## src/rtl/apms_pkg.sv

```systemverilog
package apms_pkg;

    localparam int PATTERN_MAX = 32;
    localparam int IDX_W       = $clog2(PATTERN_MAX);
    localparam int DIST_W      = 6;
    localparam int CHAR_W      = 8;
    localparam int POS_W       = 16;
    localparam int CFG_W       = 64;
    localparam int CFG_IDX_W   = 3;
    localparam int PAT_W       = PATTERN_MAX * CHAR_W;

    typedef enum logic [CFG_IDX_W-1:0] {
        CFG_PATTERN_LENGTH = 3'd0,
        CFG_MAX_ERRORS     = 3'd1,
        CFG_PATTERN_0      = 3'd2,
        CFG_PATTERN_1      = 3'd3,
        CFG_PATTERN_2      = 3'd4,
        CFG_PATTERN_3      = 3'd5
    } t_cfg_reg;

    // data handed from one cell to the next
    typedef struct packed {
        logic [CHAR_W-1:0] text_char;
        logic              restart;
        logic [POS_W-1:0]  position;
        logic [DIST_W-1:0] above_old;
        logic [DIST_W-1:0] above_new;
        logic [DIST_W-1:0] distance;
    } t_item;

    function automatic logic [DIST_W-1:0] sat_inc(input logic [DIST_W-1:0] v);
        logic [DIST_W-1:0] r;
        if (v >= DIST_W'(PATTERN_MAX)) begin
            r = DIST_W'(PATTERN_MAX);
        end else begin
            r = v + DIST_W'(1);
        end
        return r;
    endfunction

    function automatic logic [DIST_W-1:0] row_init(input logic [IDX_W-1:0] idx);
        logic [DIST_W:0] v;
        logic [DIST_W-1:0] r;
        v = (DIST_W+1)'(idx) + (DIST_W+1)'(1);
        if (v > (DIST_W+1)'(PATTERN_MAX)) begin
            r = DIST_W'(PATTERN_MAX);
        end else begin
            r = v[DIST_W-1:0];
        end
        return r;
    endfunction

endpackage

```

## src/rtl/apms_cell.sv

```systemverilog
module apms_cell (
    input  logic                        i_clk,
    input  logic                        i_rst_n,
    input  logic [apms_pkg::IDX_W-1:0]  i_index,
    input  logic [apms_pkg::CHAR_W-1:0] i_pat_char,
    input  logic                        i_tap,
    input  logic                        i_valid,
    output logic                        o_ready,
    input  apms_pkg::t_item             i_item,
    output logic                        o_valid,
    input  logic                        i_ready,
    output apms_pkg::t_item             o_item
);

    logic [apms_pkg::DIST_W-1:0] r_dist;
    logic                        r_valid;
    apms_pkg::t_item             r_item;

    logic [apms_pkg::DIST_W-1:0] old_eff;
    logic [apms_pkg::DIST_W-1:0] del_cost;
    logic [apms_pkg::DIST_W-1:0] ins_cost;
    logic [apms_pkg::DIST_W-1:0] diag_cost;
    logic [apms_pkg::DIST_W-1:0] n_dist;
    apms_pkg::t_item             n_item;
    logic                        take;

    assign o_ready = !r_valid || i_ready;
    assign take    = i_valid && o_ready;

    always_comb begin
        old_eff   = i_item.restart ? apms_pkg::row_init(i_index) : r_dist;
        del_cost  = apms_pkg::sat_inc(old_eff);
        ins_cost  = apms_pkg::sat_inc(i_item.above_new);
        diag_cost = (i_pat_char != i_item.text_char)
                    ? apms_pkg::sat_inc(i_item.above_old) : i_item.above_old;
        n_dist = del_cost;
        if (ins_cost < n_dist) begin
            n_dist = ins_cost;
        end
        if (diag_cost < n_dist) begin
            n_dist = diag_cost;
        end
        n_item           = i_item;
        n_item.above_old = old_eff;
        n_item.above_new = n_dist;
        n_item.distance  = i_tap ? n_dist : i_item.distance;
    end

    always_ff @(posedge i_clk) begin
        if (!i_rst_n) begin
            r_valid <= 1'b0;
            r_dist  <= apms_pkg::row_init(i_index);
        end else if (take) begin
            r_valid <= 1'b1;
            r_dist  <= n_dist;
        end else if (i_ready) begin
            r_valid <= 1'b0;
        end
    end

    always_ff @(posedge i_clk) begin
        if (take) begin
            r_item <= n_item;
        end
    end

    assign o_valid = r_valid;
    assign o_item  = r_item;

endmodule

```

## src/rtl/approximate_pattern_match_stream.sv

```systemverilog
// each input transfer passes through the stage register of every cell before its result reaches the master side
// throughput: one byte per cycle while the master side is ready, one systolic cell per pattern row
// each cell holds its stage register, so a stalled output only holds back cells that are full
// reset (synchronous, active low): pattern length 1, other registers 0, column at row index plus one,
// text position 0, no items in flight
module approximate_pattern_match_stream (
    input  logic                           i_clk,
    input  logic                           i_rst_n,
    input  logic                           i_cfg_we,
    input  logic [apms_pkg::CFG_IDX_W-1:0] i_cfg_index,
    input  logic [apms_pkg::CFG_W-1:0]     i_cfg_data,
    input  logic                           i_s_tvalid,
    output logic                           o_s_tready,
    input  logic [7:0]                     i_s_tdata,   // text_char
    input  logic [0:0]                     i_s_tuser,   // restart_before
    output logic                           o_m_tvalid,
    input  logic                           i_m_tready,
    output logic [23:0]                    o_m_tdata    // end_position, edit_distance, is_match
);

    localparam int N = apms_pkg::PATTERN_MAX;

    logic [apms_pkg::DIST_W-1:0] r_pattern_length;
    logic [apms_pkg::DIST_W-1:0] r_max_errors;
    logic [apms_pkg::PAT_W-1:0]  r_pattern;
    logic [apms_pkg::POS_W-1:0]  r_position;
    logic [apms_pkg::POS_W-1:0]  n_position;

    logic [apms_pkg::DIST_W-1:0] len_eff;
    logic [apms_pkg::DIST_W-1:0] tap_row;

    logic                        valid [N+1];
    logic                        ready [N+1];
    apms_pkg::t_item             item  [N+1];

    always_ff @(posedge i_clk) begin
        if (!i_rst_n) begin
            r_pattern_length <= apms_pkg::DIST_W'(1);
            r_max_errors     <= '0;
            r_pattern        <= '0;
        end else if (i_cfg_we) begin
            unique case (i_cfg_index)
                apms_pkg::CFG_PATTERN_LENGTH: begin
                    r_pattern_length <= i_cfg_data[apms_pkg::DIST_W-1:0];
                end
                apms_pkg::CFG_MAX_ERRORS: begin
                    r_max_errors <= i_cfg_data[apms_pkg::DIST_W-1:0];
                end
                apms_pkg::CFG_PATTERN_0: begin
                    r_pattern[0*apms_pkg::CFG_W +: apms_pkg::CFG_W] <= i_cfg_data;
                end
                apms_pkg::CFG_PATTERN_1: begin
                    r_pattern[1*apms_pkg::CFG_W +: apms_pkg::CFG_W] <= i_cfg_data;
                end
                apms_pkg::CFG_PATTERN_2: begin
                    r_pattern[2*apms_pkg::CFG_W +: apms_pkg::CFG_W] <= i_cfg_data;
                end
                apms_pkg::CFG_PATTERN_3: begin
                    r_pattern[3*apms_pkg::CFG_W +: apms_pkg::CFG_W] <= i_cfg_data;
                end
                default: begin
                end
            endcase
        end
    end

    always_comb begin
        if (r_pattern_length == '0) begin
            len_eff = apms_pkg::DIST_W'(1);
        end else if (r_pattern_length > apms_pkg::DIST_W'(N)) begin
            len_eff = apms_pkg::DIST_W'(N);
        end else begin
            len_eff = r_pattern_length;
        end
        tap_row = len_eff - apms_pkg::DIST_W'(1);
    end

    // text position is stamped on entry
    always_comb begin
        item[0].text_char = i_s_tdata;
        item[0].restart   = i_s_tuser[0];
        item[0].position  = i_s_tuser[0] ? '0 : r_position;
        item[0].above_old = '0;
        item[0].above_new = '0;
        item[0].distance  = '0;
        n_position        = item[0].position + apms_pkg::POS_W'(1);
    end

    assign valid[0]   = i_s_tvalid;
    assign o_s_tready = ready[0];

    always_ff @(posedge i_clk) begin
        if (!i_rst_n) begin
            r_position <= '0;
        end else if (i_s_tvalid && ready[0]) begin
            r_position <= n_position;
        end
    end

    for (genvar g = 0; g < N; g++) begin : g_cell
        apms_cell u_cell (
            .i_clk      (i_clk),
            .i_rst_n    (i_rst_n),
            .i_index    (apms_pkg::IDX_W'(g)),
            .i_pat_char (r_pattern[g*apms_pkg::CHAR_W +: apms_pkg::CHAR_W]),
            .i_tap      (tap_row == apms_pkg::DIST_W'(g)),
            .i_valid    (valid[g]),
            .o_ready    (ready[g]),
            .i_item     (item[g]),
            .o_valid    (valid[g+1]),
            .i_ready    (ready[g+1]),
            .o_item     (item[g+1])
        );
    end

    assign ready[N]   = i_m_tready;
    assign o_m_tvalid = valid[N];
    assign o_m_tdata  = {1'b0, (item[N].distance <= r_max_errors), item[N].distance,
                         item[N].position};

endmodule

```

## config.mk

```make
export PLATFORM = sky130hd
export DESIGN_NAME = approximate_pattern_match_stream
export DESIGN_NICKNAME = d
export VERILOG_FILES = /design/src/rtl/apms_pkg.sv /design/src/rtl/apms_cell.sv /design/src/rtl/approximate_pattern_match_stream.sv
export SDC_FILE = /design/constraint.sdc
export NUM_CORES = 2
export LEC_CHECK = 0
export ABC_AREA = 1
export BUFFER_PORTS_ARGS = -buffer_cell sky130_fd_sc_hd__buf_2
export CORE_UTILIZATION = 63
export DETAILED_ROUTE_END_ITERATION = 10
export PLACE_DENSITY_LB_ADDON = 0.2
export SYNTH_ARGS = -nofsm -noshare
export SYNTH_HDL_FRONTEND = slang
export SYNTH_SLANG_ARGS = --single-unit
```

## constraint.sdc

```tcl
create_clock -name i_clk -period 5.8 [get_ports i_clk]
set_input_delay 1.16 -clock i_clk [delete_from_list [all_inputs] [get_ports i_clk]]
set_output_delay 1.16 -clock i_clk [all_outputs]
set_load 0.005 [all_outputs]
```

==> out/metrics.cfg <==
[global_routing]
globalRoute.totalOverflow=0
grt_max_degree=182
antenna_found_initial=31
aggregate_global_route_resource_usage=0.296
grt_first_pass_wirelength_um=320000
via_count_of_the_first_global_routing_pass=59280

[setup_path]
worst_setup_path_start_kind=primary input
cp_data_required_time_ns=4.64
regToRegSetupSlack_ns=0.93
timing.critical_path.arrival_ns=4.35
critical_path_class=in2out
rr_worst_depth=18
max_stage_delay_ns=0.30
reg2reg_to=g_cell[9].u_cell.o_item[2]
timing.critical_path.fanout_max=5
critical-path-top-cell-by-count=nor2_4
cp_cell_sequence=buf_2, inv_1, nand4_2, nor3_4, nand4_4, nor2_4, nand4_2, nor2_4, nand4_4, nor2_4, nand4_2, nor2_4, nand4_4, nor2_4, nand4_2, nor2_4, nand4_4, buf_2
cp-end-kind=output pin
worst_path_max_delay_cell=nor3_4
crit-reg2reg-launch=g_cell[8].u_cell.o_item[34]

[routing]
route.vias.total=62917
wl_um=209000
drt_first_iter_violations=6136
postRouteAntennaNets=0
avgRoutedWirePerCell_um=19.0
firstDrtPassIters=6
drc=0
post_drt_via_cell_ratio=5.71

[clocking]
clock_buffer_count_from_cts=184
clock_tree_from_tritoncts=done
clock_latency_ns=0.80
clkSinkCount=1863
count_of_hold_buffers_inserted_by_post_cts_repair=0
path_clk_slew_ns=0.06
cts_max_path_buffers=3
cts.htree.levels=4
cts.root.buffer_cell=clkbuf_16

[placed_design]
number_of_cells_after_detailed_placement=10641
port_buffers=105
detailedPlacementHpwl_um=151000
gpl.final_weighted_congestion=0.941

[synthesis]
synth-seq-cells=1863
synth_warnings=0
syn-cell-area_mm2=0.0870
synth_flop_cell=edfxtp_1
postSynthAreaPerCell_um2=9.82
ys_async_sr_fraction=0
synth_seq_area_share=0.584
synth-edff-count=1355
synthDistinctLibCells=47
postSynthCellCount=8865

[sta]
setup_tns_ns=0
timing.slew.headroom=0.179
period_minus_slack_ns=5.51
finalSetupViolations=0
fin_skew_ns=0.0355
hold_viol_final=0
worst-slew-pin-transition_ns=1.23
timing_max_transition_violations_final=0
unrepaired_setup_endpoints_after_global_routing=false
max_clock_freq_ghz=0.181
finalCritPeriodShare=0.951

[worst_hold_path]
hold-path-cell-count=0
timing.hold.worst_endpoint=g_cell[16].u_cell.o_item[21]
worst_hold_startpoint=g_cell[15].u_cell.o_item[21]
worstHoldPathType=reg2reg

[run_status]
status=finished, final reports clean

[power_and_ir_drop]
p_per_area_mw_per_mm2=284
irDropWorstVdd_mv=0.298
cellLeakagePower_nw=38.2

[floorplanning]
die_h_um=374
floorplan.rows=136
die_x_um=374
io_pins=107
die_area_mm2=0.140
floorplan.initialDensity=0.634
fp.coreArea_mm2=0.137

[cells_and_area]
drive_gt1_frac=0.0726
area_growth_pct=10.1
finalNonFillerCells=11017
final_nets=9624

[job]
max-cap-violations=0

[stage by stage]
| step | util | power [mW] | hold slack (ns) | cell area [um^2] | setup WS, ns |
|---|---|---|---|---|---|
| 6_report | 0.698 | 27.3 | 0.403 | 95800 | 0.287 |
| 5_1_grt | 0.698 | 28.0 | 0.416 | 95800 | 0.0306 |
| 4_1_cts | 0.697 | 27.4 | 0.402 | 95700 | 0.106 |
| 3_5_place_dp | 0.653 | 15.6 | 0.405 | 89600 | 0.128 |
| 3_3_place_gp | 0.653 | 15.5 | 0.400 | 89600 | 0.209 |
| 2_1_floorplan | - | 15.2 | 0.400 | 87100 | 0.908 |
[state kept, by name, indices dropped and copies added (netlist names)]
name / count
r_pattern: 256
g_cell.u_cell.o_item: 1355
g_cell.u_cell.o_valid: 32
r_position: 16
g_cell.u_cell.r_dist: 192
r_max_errors: 6
r_pattern_length: 6
[worst max-delay path: cells and delay by family]
family	cells	cell delay (ns)
buf+inv	3	0.37
simple gates	15	2.79
[per-layer routing]
layer | global-route usage | up-vias | part of all wire
met2 | 0.483 | 2239 | 0.47
li1 | - | 30701 | -
met3 | 0.0536 | 446 | 0.086
met1 | 0.387 | 29521 | 0.40
met4 | 0.132 | 10 | 0.043
met5 | 0 | - | 0.00030
[logic make-up after synthesis]
kind of cell,share of synthesized area
buf+inv,0.0551
mux,0.00414
other cells,0.0000431
simple gates,0.151
compound gates,0.122
flops,0.584
fa+ha+maj,0.0726
xor+xnor,0.00996
[cells in the final DEF, fill, tap and decap left out, drive strengths merged, types with 13 or more instances in the layout]
master / synthesis / final
nand2: 1372 / 1372
edfxtp: 1355 / 1355
o21ai: 1167 / 1167
inv: 1075 / 1081
nor2: 1003 / 1003
a21oi: 616 / 616
dfxtp: 508 / 508
ha: 505 / 505
nand3: 278 / 278
clkbuf: 168 / 257
buf: 15 / 160
or2: 157 / 157
nor3: 97 / 97
nor3b: 94 / 94
xor2: 91 / 91
clkinv: 15 / 81
o211ai: 61 / 61
nand4: 53 / 53
a221oi: 36 / 36
mux2: 32 / 32
o31ai: 31 / 31
o21a: 30 / 30
a211oi: 24 / 24
diode: 0 / 21
nor4: 19 / 19
bufinv: 0 / 13
[power by group]
part	internal (mW)	switching, mW	leakage, nW
registers	14.3	0.0884	16.3
logic	0.256	0.676	18.9
clock network	6.84	5.11	2.96
total	21.4	5.88	38.2
[final cells by class]
type / instances / area (um^2)
sequential: 1863 / 50900
fill: 10021 / 41500
multi-input combinational: 5739 / 31500
clock buffer: 257 / 5150
inverter: 1090 / 4090
tap: 1794 / 2240
timing repair buffer: 160 / 973
clock inverter: 93 / 953
antenna: 21 / 52.6
[worst max-delay path by stage]
stage | from | endpoint | slack [ns] | depth (start not counted)
finish | i_m_tready | o_s_tready | 0.29 | 18
global placement | i_m_tready | o_s_tready | 0.21 | 18
CTS | i_m_tready | o_s_tready | 0.11 | 18
floorplan | i_m_tready | g_cell[7].u_cell.r_dist[1] | 0.91 | 17
detailed placement | i_m_tready | o_s_tready | 0.13 | 18
global route | i_m_tready | o_s_tready | 0.03 | 18
[repair_timing]
item,4_1_cts,5_1_grt
endpoints found under the setup margin,0,1
buffers inserted,0,5
resized for setup,0,1
[cells in the mapped netlist, types with 5 or more instances]
library cell,number,area share
nand3b_1,12,0.0010
xnor2_1,8,0.00081
inv_1,1070,0.046
nor3b_1,94,0.0081
o21ai_0,1166,0.067
buf_2,6,0.00035
buf_1,6,0.00026
a211oi_1,24,0.0021
o31a_1,7,0.00070
dfxtp_1,508,0.12
nand2_1,1372,0.059
clkinv_1,15,0.00065
nor3_1,96,0.0055
o21a_1,30,0.0026
a21oi_1,616,0.035
nor2_1,997,0.043
nand4_2,5,0.00072
inv_2,5,0.00022
edfxtp_1,1355,0.47
mux2_2,32,0.0041
nand4_1,45,0.0032
o221ai_1,8,0.00081
o31ai_1,31,0.0027
nor4_1,19,0.0014
nor2_4,6,0.00078
a221oi_1,36,0.0036
clkbuf_1,167,0.0072
xor2_1,91,0.0092
nand3_1,277,0.016
o211ai_1,61,0.0053
o22ai_1,12,0.00086
ha_1,505,0.073
or2_2,157,0.011
Power figures use the tool's default switching activity.
